`config.mk`:
```
export PLATFORM = sky130hd
export DESIGN_NAME = mcts_front_flat
export DESIGN_NICKNAME = d
export VERILOG_FILES = /design/src/rtl/core/mcts_pkg.sv /design/src/rtl/core/mcts_if.sv /design/src/rtl/core/mcts_front.sv /design/src/flat_wrapper.sv
export SDC_FILE = /design/constraint.sdc
export NUM_CORES = 1
export LEC_CHECK = 0
export BUFFER_PORTS_ARGS = -buffer_cell sky130_fd_sc_hd__buf_4
export CAP_MARGIN = 30
export CORE_MARGIN = 2
export CORE_UTILIZATION = 24
export CTS_BUF_LIST = sky130_fd_sc_hd__clkbuf_16
export CTS_CLUSTER_DIAMETER = 30
export DETAILED_ROUTE_END_ITERATION = 16
export GPL_TIMING_DRIVEN = 0
export PLACE_DENSITY = 0.47
export SLEW_MARGIN = 20
export SYNTH_ARGS = -nofsm -noshare
export SYNTH_HDL_FRONTEND = slang
export SYNTH_SLANG_ARGS = --single-unit
```
`constraint.sdc`:
```
create_clock -name clock -period 2.1 [get_ports clock]
set_clock_uncertainty 0.15 [all_clocks]
set_input_delay 0.315 -clock clock [delete_from_list [all_inputs] [get_ports clock]]
set_output_delay 0.315 -clock clock [all_outputs]
set_load 0.05 [all_outputs]
```
`src/rtl/core/mcts_pkg.sv`:
```
package mcts_pkg;

   // chain and table geometry
   localparam int MAX_STATES     = 16;
   localparam int PROB_FRAC_BITS = 16;
   localparam int STATE_W        = 4;
   localparam int PROB_W         = 17;
   localparam int OPCODE_W       = 2;
   localparam int NUM_STATES_W   = 5;
   localparam int TABLE_DEPTH    = MAX_STATES * MAX_STATES;
   localparam int TABLE_AW       = $clog2(TABLE_DEPTH);
   localparam int COL_W          = $clog2(MAX_STATES);
   localparam int WALK_W         = $clog2(MAX_STATES + 1);
   localparam int CUM_W          = PROB_W + COL_W;

   // generator x = (x * MUL + ADD) mod (2^31 - 1)
   localparam int LCG_W                 = 31;
   localparam logic [LCG_W-1:0] LCG_MUL  = 31'd1103515245;
   localparam logic [LCG_W-1:0] LCG_ADD  = 31'd12345;
   localparam logic [LCG_W-1:0] LCG_MOD  = 31'h7FFF_FFFF;
   localparam logic [LCG_W-1:0] LCG_SEED = 31'd42;
   localparam int PROD_W                = 2 * LCG_W;
   localparam int FOLD_W                = LCG_W + 2;
   localparam int CMP_W                 = CUM_W + LCG_W;

   // opcodes of an input item
   localparam logic [OPCODE_W-1:0] OP_WRITE = 2'd0;
   localparam logic [OPCODE_W-1:0] OP_START = 2'd1;
   localparam logic [OPCODE_W-1:0] OP_STEP  = 2'd2;

   // command queue between front and back
   localparam int QUEUE_DEPTH = 2;
   localparam int QPTR_W      = $clog2(QUEUE_DEPTH);
   localparam int QCNT_W      = $clog2(QUEUE_DEPTH + 1);

   // register port
   localparam int CSR_ADDR_W = 3;
   localparam int CSR_DATA_W = 32;
   localparam int CSR_IDX_W  = CSR_ADDR_W - 2;
   localparam logic [CSR_IDX_W-1:0] CSR_IDX_NUM_STATES = 1'd0;
   localparam logic [NUM_STATES_W-1:0] NUM_STATES_RESET = 5'd16;

   typedef enum logic [1:0] {
      KIND_WRITE = 2'd0,
      KIND_START = 2'd1,
      KIND_STEP  = 2'd2
   } kind_type;

   typedef struct packed {
      kind_type                 kind;
      logic [TABLE_AW-1:0]      addr;
      logic [PROB_W-1:0]        prob;
      logic [STATE_W-1:0]       state;
   } entry_type;

   typedef struct packed {
      logic      valid;
      entry_type entry;
   } queue_head_type;

   typedef struct packed {
      logic [QCNT_W-1:0] level;
   } front_status_type;

   typedef struct packed {
      logic busy;
      logic pop;
   } back_status_type;

endpackage

```
`src/rtl/core/mcts_if.sv`:
```
interface mcts_req_if import mcts_pkg::*; ();
   logic                valid;
   logic                ready;
   logic [OPCODE_W-1:0] opcode;
   logic [3:0]          row;
   logic [3:0]          column;
   logic [PROB_W-1:0]   probability;
   logic [3:0]          start_state;

   modport source (output valid, opcode, row, column, probability, start_state,
                   input ready);
   modport sink (input valid, opcode, row, column, probability, start_state,
                 output ready);
endinterface


```
`src/rtl/core/mcts_front.sv`:
```
module mcts_front import mcts_pkg::*; (
   input  logic             clock,
   input  logic             reset,
   mcts_req_if.sink         req,
   input  logic             pop,
   output queue_head_type   head,
   output front_status_type status
);

   entry_type         queue_ff [QUEUE_DEPTH];
   logic [QPTR_W-1:0] wr_ptr_ff, wr_ptr_in;
   logic [QPTR_W-1:0] rd_ptr_ff, rd_ptr_in;
   logic [QCNT_W-1:0] level_ff, level_in;
   logic              accept;
   logic              keep;
   logic              push;
   entry_type         entry;

   assign req.ready = (level_ff < QCNT_W'(QUEUE_DEPTH));
   assign accept    = req.valid && req.ready;

   // classify the item: drop unknown opcodes and writes outside the table
   always_comb begin
      entry.kind  = KIND_STEP;
      entry.addr  = TABLE_AW'(int'(req.row) * MAX_STATES + int'(req.column));
      entry.prob  = req.probability;
      entry.state = (int'(req.start_state) < MAX_STATES) ? req.start_state : '0;
      keep        = 1'b0;
      case (req.opcode)
         OP_WRITE: begin
            entry.kind = KIND_WRITE;
            keep = (int'(req.row) < MAX_STATES) && (int'(req.column) < MAX_STATES);
         end
         OP_START: begin
            entry.kind = KIND_START;
            keep = 1'b1;
         end
         OP_STEP: begin
            entry.kind = KIND_STEP;
            keep = 1'b1;
         end
         default: begin
            keep = 1'b0;
         end
      endcase
   end

   assign push = accept && keep;

   // advance pointers and fill level
   always_comb begin
      wr_ptr_in = push ? QPTR_W'(wr_ptr_ff + 1'b1) : wr_ptr_ff;
      rd_ptr_in = pop ? QPTR_W'(rd_ptr_ff + 1'b1) : rd_ptr_ff;
      level_in  = level_ff;
      if (push && !pop) begin
         level_in = QCNT_W'(level_ff + 1'b1);
      end else if (!push && pop) begin
         level_in = QCNT_W'(level_ff - 1'b1);
      end
   end

   always_ff @(posedge clock) begin
      if (reset) begin
         wr_ptr_ff <= '0;
         rd_ptr_ff <= '0;
         level_ff  <= '0;
      end else begin
         wr_ptr_ff <= wr_ptr_in;
         rd_ptr_ff <= rd_ptr_in;
         level_ff  <= level_in;
      end
   end

   // hold queued commands
   always_ff @(posedge clock) begin
      if (push) begin
         queue_ff[wr_ptr_ff] <= entry;
      end
   end

   assign head.valid   = (level_ff != '0);
   assign head.entry   = queue_ff[rd_ptr_ff];
   assign status.level = level_ff;

endmodule

```
`src/flat_wrapper.sv`:
```
// flat-port wrapper written by rule: the top's interface ports become plain ports
module mcts_front_flat import mcts_pkg::*;
  (clock, reset, pop, head, status, req_valid, req_opcode, req_row, req_column, req_probability, req_start_state, req_ready);
  mcts_req_if req_i ();
  input  logic clock;
  input  logic reset;
  input  logic pop;
  output queue_head_type head;
  output front_status_type status;
  input wire logic [$bits(req_i.valid)-1:0] req_valid;
  input wire logic [$bits(req_i.opcode)-1:0] req_opcode;
  input wire logic [$bits(req_i.row)-1:0] req_row;
  input wire logic [$bits(req_i.column)-1:0] req_column;
  input wire logic [$bits(req_i.probability)-1:0] req_probability;
  input wire logic [$bits(req_i.start_state)-1:0] req_start_state;
  output wire logic [$bits(req_i.ready)-1:0] req_ready;
  assign req_i.valid = req_valid;
  assign req_i.opcode = req_opcode;
  assign req_i.row = req_row;
  assign req_i.column = req_column;
  assign req_i.probability = req_probability;
  assign req_i.start_state = req_start_state;
  assign req_ready = req_i.ready;
  mcts_front u_core (.clock(clock), .reset(reset), .req(req_i), .pop(pop), .head(head), .status(status));
endmodule
```
# Yosys cells after proc, flatten, opt, wreduce, memory -nomap -nowiden
# Memories as Yosys holds them, arrays and structs flattened. A register that Yosys moved wholly into a read port is not among the register bits.
# Cells that the tools add are included.
[totals]
mem_bits_ro = 0
mem_count = 1
inputBits = 35
output_inout_bits = 35
ram_bits = 62
elab_cells = 30
reg_bits = 4
latchBits = 0
[classes]
shift = 0
eq_ne = 2
n_bitwise = 0
div = 0
mul = 0
n_reduce_logical = 10
magnitude_cmp = 1
n_addsub = 5
muxes = 8
[memory_table]
columns = ["memory", "depth", "word_bits", "rd", "rd_clocked_by_memory_dff", "write_ports", "line", "text"]
rows = [
  ["u_core.queue_ff", 2, 31, 1, 1, 1, "mcts_front.sv:10", "entry_type queue_ff [QUEUE_DEPTH];"],
]
[ops]
columns = ["cell", "n"]
rows = [
  ["$add A8 B4 Y8", 1],
  ["$mux W1", 5],
  ["$logic_and A1 B1 Y1", 4],
  ["$mux W2", 2],
  ["$pmux W2 S2", 1],
  ["$reduce_bool A2 Y1", 2],
  ["$reduce_or A3 Y1", 1],
  ["$add A1 B1 Y1 const B", 2],
  ["$add A2 B1 Y2 const B", 1],
  ["$eq A2 B1 Y1 const B", 1],
  ["$eq A2 B2 Y1 const B", 1],
  ["$logic_not A1 Y1", 2],
  ["$logic_not A2 Y1", 1],
  ["$lt A2 B2 Y1 const B", 1],
  ["$sub A2 B1 Y2 const B", 1],
]

# Logic depth before layout (Yosys ltp)
[depth]
depth_word = 8
depth_mapped = 6
mapped_depth_nobuf = 6

# Worst setup path after synthesis
# OpenSTA, ideal clock, no wires.
[synth_path]
kind = "reg-to-reg"
startpoint = "register u_core.level_ff[1] (netlist: u_core.status[1])"
endpoint = "memory u_core.queue_ff[1][0] (netlist name), enable pin"
required_time_ns = 1.559
t_arrival_ns = 1.949
path_stages_with_launch = 4
path_slack_ns = -0.390
setup_ns = 0.391
synth_period_minus_slack_ns = 2.490
cell_sequence = "dfxtp_1 -> inv_1 -> and3_1 -> and2_1"
[synth_via]
elab_chain_cells = 5
[synth_lines]
columns = ["item", "line", "text"]
rows = [
  ["start: declaration", "mcts_front.sv:13", "logic [QCNT_W-1:0] level_ff, level_in;"],
  ["start signal: assignment", "mcts_front.sv:70", "level_ff <= level_in;"],
  ["$lt A2 B2 Y1", "mcts_front.sv:19", "assign req.ready = (level_ff < QCNT_W'(QUEUE_DEPTH));"],
  ["via req_ready", "flat_wrapper.sv:16", "output wire logic [$bits(req_i.ready)-1:0] req_ready;"],
  ["$logic_and A1 B1 Y1", "mcts_front.sv:20", "assign accept = req.valid && req.ready;"],
  ["$logic_and A1 B1 Y1", "mcts_front.sv:48", "assign push = accept && keep;"],
  ["$mux W1", "mcts_front.sv:76", "if (push) begin"],
  ["$mux W1 (implied by the code)", "mcts_front.sv:77", "queue_ff[wr_ptr_ff] <= entry;"],
  ["end: declaration", "mcts_front.sv:10", ""],
]
# The timed path passes the listed nets, and every way through them passes these cells.

==> results.cfg <==
[synth]
yosysUniqueCellTypes = 20
synth_ff_type = edfxtp_1
yosys_warnings = 0
ys_ff_latch = 67
ys_seq_area_share_pct = 79.8
synthArstFlopShare_pct = 0
yosys.area.top_type_share_pct = 75.7
synth_edf_count = 62
yosys.area.top_type = edfxtp_1
syn_area_um2 = 2460
syn_inst = 124
ys_top_cells_by_count = edfxtp_1, mux2_2, dfxtp_1
synth.most_common_cell = edfxtp_1
synth.avg_cell_area_um2 = 19.8
synth.area.top_cells = edfxtp_1, mux2_2, dfxtp_1
synth_nets = 160

[placed_design]
dp_hpwl_um = 3090
place_ws_ns = 0.0865
place_inst = 326
place_congestion = 0.656
io_buffers = 69

[min_path]
hp-start = req_probability[10]
holdCritPathClass = primary input to register
hold_path_depth = 1
min_to = u_core.queue_ff[1][14]$_DFFE_PP_

[power]
vdd_drop_max_mv = 0.417
power_density_nw_per_um2 = 1200
p_leak_nw = 1.32
fin_total_pwr_mw = 4.23

[floorplan]
start_util_pct = 24.9
die_w_um = 105
ios = 70
die_y_um = 105
core.rowCount = 36
die_area_um2 = 11100
coreArea_um2 = 9860

[clocking]
clk_root_buffer_cell = clkbuf_16
clock-sinks = 67
numCtsBuffers = 9
cts.path.max_buffers = 2
clk_latency_ns = 0.32
clk_pin_slew_ns = 0.06
htree_levels = 3
cts_tree = done

[sta]
finalCriticalPeriod_ns = 2.00
drv_slew = 0
clock.fmax_mhz = 500
tightest_slew_ns = 0.818
hold_violations = 0
rsz0062_at_grt = no
fin_crit_sh_pct = 95.2
tns_ns = 0
finalWorstSetupSlack_ns = 0.100
relSlewSlack_pct = 45.5
setup_viol = 0

[detailed_routing]
wl_per_cell_um = 14.2
wirelength_um = 4870
drc_errors = 0
vias_per_cell = 3.88
dr.pass1.iters = 4
vias = 1332
drt_iter0_drc = 23
ant_nets = 0

[cells_and_area]
fin_nets = 241
area_delta_synth_final_pct = 43.7
drive_gt1_share_pct = 59.5
fillers = 946
num_antenna_cells = 0
stdcell_count = 343

[worst_setup_path]
timing.rr.end = u_core.queue_ff[1][13]$_DFFE_PP_
critPathBufInv = 2
path_delay_family = buffers and inverters
cp_max_fo = 10
crit_chain = buf_2, mux2_2, buf_4
r2r_slack_ns = 0.27
reg2regPathDepth = 3
critPathRequiredTime_ns = 1.63
cp_data_arrival_time_ns = 1.54
slowest_delay_ns = 0.37
crit_path_top_delay_cell = dfxtp_1
critical_path.endpoint_type = output port
worst-setup-path-type = register to output port
start_kind = register
r2r_start = u_core.status[1]$_SDFFE_PP0P_

[job]
maxCapViolations = 0

[status]
outcome = finished, final reports clean

[grt]
grt_pass1_wl_um = 7360
grt_pass1_vias = 1396
grt_max_degree = 32
antenna_found_initial = 0
grt.total_usage_pct = 9.01
overflow = 0
-- repair_timing --
action / in CTS / in global routing
hold endpoints to repair: 0 / 0
hold buffers: 0 / 0
setup endpoints to repair: 0 / 41
buffers inserted: 0 / 0
resized for setup: 0 / 3
-- logic make-up (layout without fill, tap and decap cells) --
family	after synthesis	count (layout)	synth area share (%)
XOR/XNOR	3	3	1.07
adder cells (fa/ha/maj)	1	1	0.509
multiplexers	31	31	14.2
flip-flops	67	67	79.8
AO/OA/AOI/OAI	4	4	0.966
AND/OR/NAND/NOR	10	10	2.14
buffers and inverters	8	94	1.37
-- metal layers --
metal | vias up | wire (µm) | global-route usage, % | share of wire (%)
met4 | 0 | 110 | 5.14 | 2.3
met5 | - | 0 | 0 | 0
li1 | 637 | - | - | -
met3 | 8 | 291 | 3.15 | 6.0
met1 | 641 | 2040 | 10.5 | 42
met2 | 46 | 2430 | 14.3 | 50
-- placed cells by master (no fill, tap or decap) --
master | netlist | routed
a21oi_1 | 2 | 2
a31o_2 | 1 | 1
and2_2 | 0 | 1
and3_1 | 1 | 1
buf_2 | 3 | 1
buf_4 | 0 | 69
bufinv_16 | 0 | 4
clkbuf_1 | 1 | 1
clkbuf_16 | 0 | 9
clkbuf_4 | 0 | 2
clkinv_4 | 0 | 2
clkinvlp_4 | 0 | 3
dfxtp_1 | 5 | 4
dfxtp_4 | 0 | 1
edfxtp_1 | 62 | 62
ha_1 | 1 | 1
inv_1 | 4 | 3
mux2_2 | 31 | 31
nand2_1 | 1 | 1
nand4_1 | 1 | 1
nor2_1 | 3 | 3
nor2b_1 | 1 | 1
o21ai_0 | 1 | 1
or2_2 | 1 | 1
or3_1 | 1 | 1
xnor2_1 | 1 | 1
xor2_1 | 2 | 2
-- worst max path at each step --
| stage | cells past startpoint | slack (ns) | endpoint | startpoint |
|---|---|---|---|---|
| 3_3_place_gp | 4 | 0.07 | u_core.queue_ff[1][24]$_DFFE_PP_ | req_opcode[1] |
| 6_report | 3 | 0.1 | head[17] | register |
| 4_1_cts | 3 | 0.02 | head[3] | register |
| 2_1_floorplan | 3 | 0.12 | u_core.queue_ff[0][0]$_DFFE_PP_ | u_core.status[1]$_SDFFE_PP0P_ |
| 5_1_grt | 3 | 0.02 | head[17] | register |
| 3_5_place_dp | 4 | 0.09 | u_core.queue_ff[1][24]$_DFFE_PP_ | req_opcode[1] |
-- cell type report --
type / count / area (µm²) / share of cell area, %
Buffer: 4 / 23.8 / 0.672
Clock buffer: 9 / 225 / 6.37
Clock inverter: 7 / 141 / 4.00
Inverter: 4 / 22.5 / 0.637
Multi-Input combinational cell: 49 / 465 / 13.2
Sequential cell: 67 / 1970 / 55.6
Tap cell: 133 / 166 / 4.71
Timing Repair Buffer: 69 / 518 / 14.6
Timing Repair inverter: 1 / 7.51 / 0.212
-- registers in the layout (all words and copies together) (netlist names), named ones only --
signal	flops
u_core.queue_ff	62
u_core.rd_ptr_ff	1
u_core.status	2
u_core.wr_ptr_ff	1
-- through the flow --
step	area, µm²	utilization (%)	hold WS, ns
global route	3540	35.8	0.0107
floorplan	2470	-	0.224
detailed placement	3160	32.0	0.353
finish	3540	35.8	0.0244
global placement	3160	32.0	0.351
CTS	3520	35.7	0.0109
-- where the power goes --
group / leakage, nW / switching [mW] / internal, mW
logic: 0.526 / 0.527 / 0.268
registers: 0.615 / 0.0341 / 1.58
clock network: 0.181 / 0.536 / 1.28
Note: power is estimated with default switching activity, not from simulation.
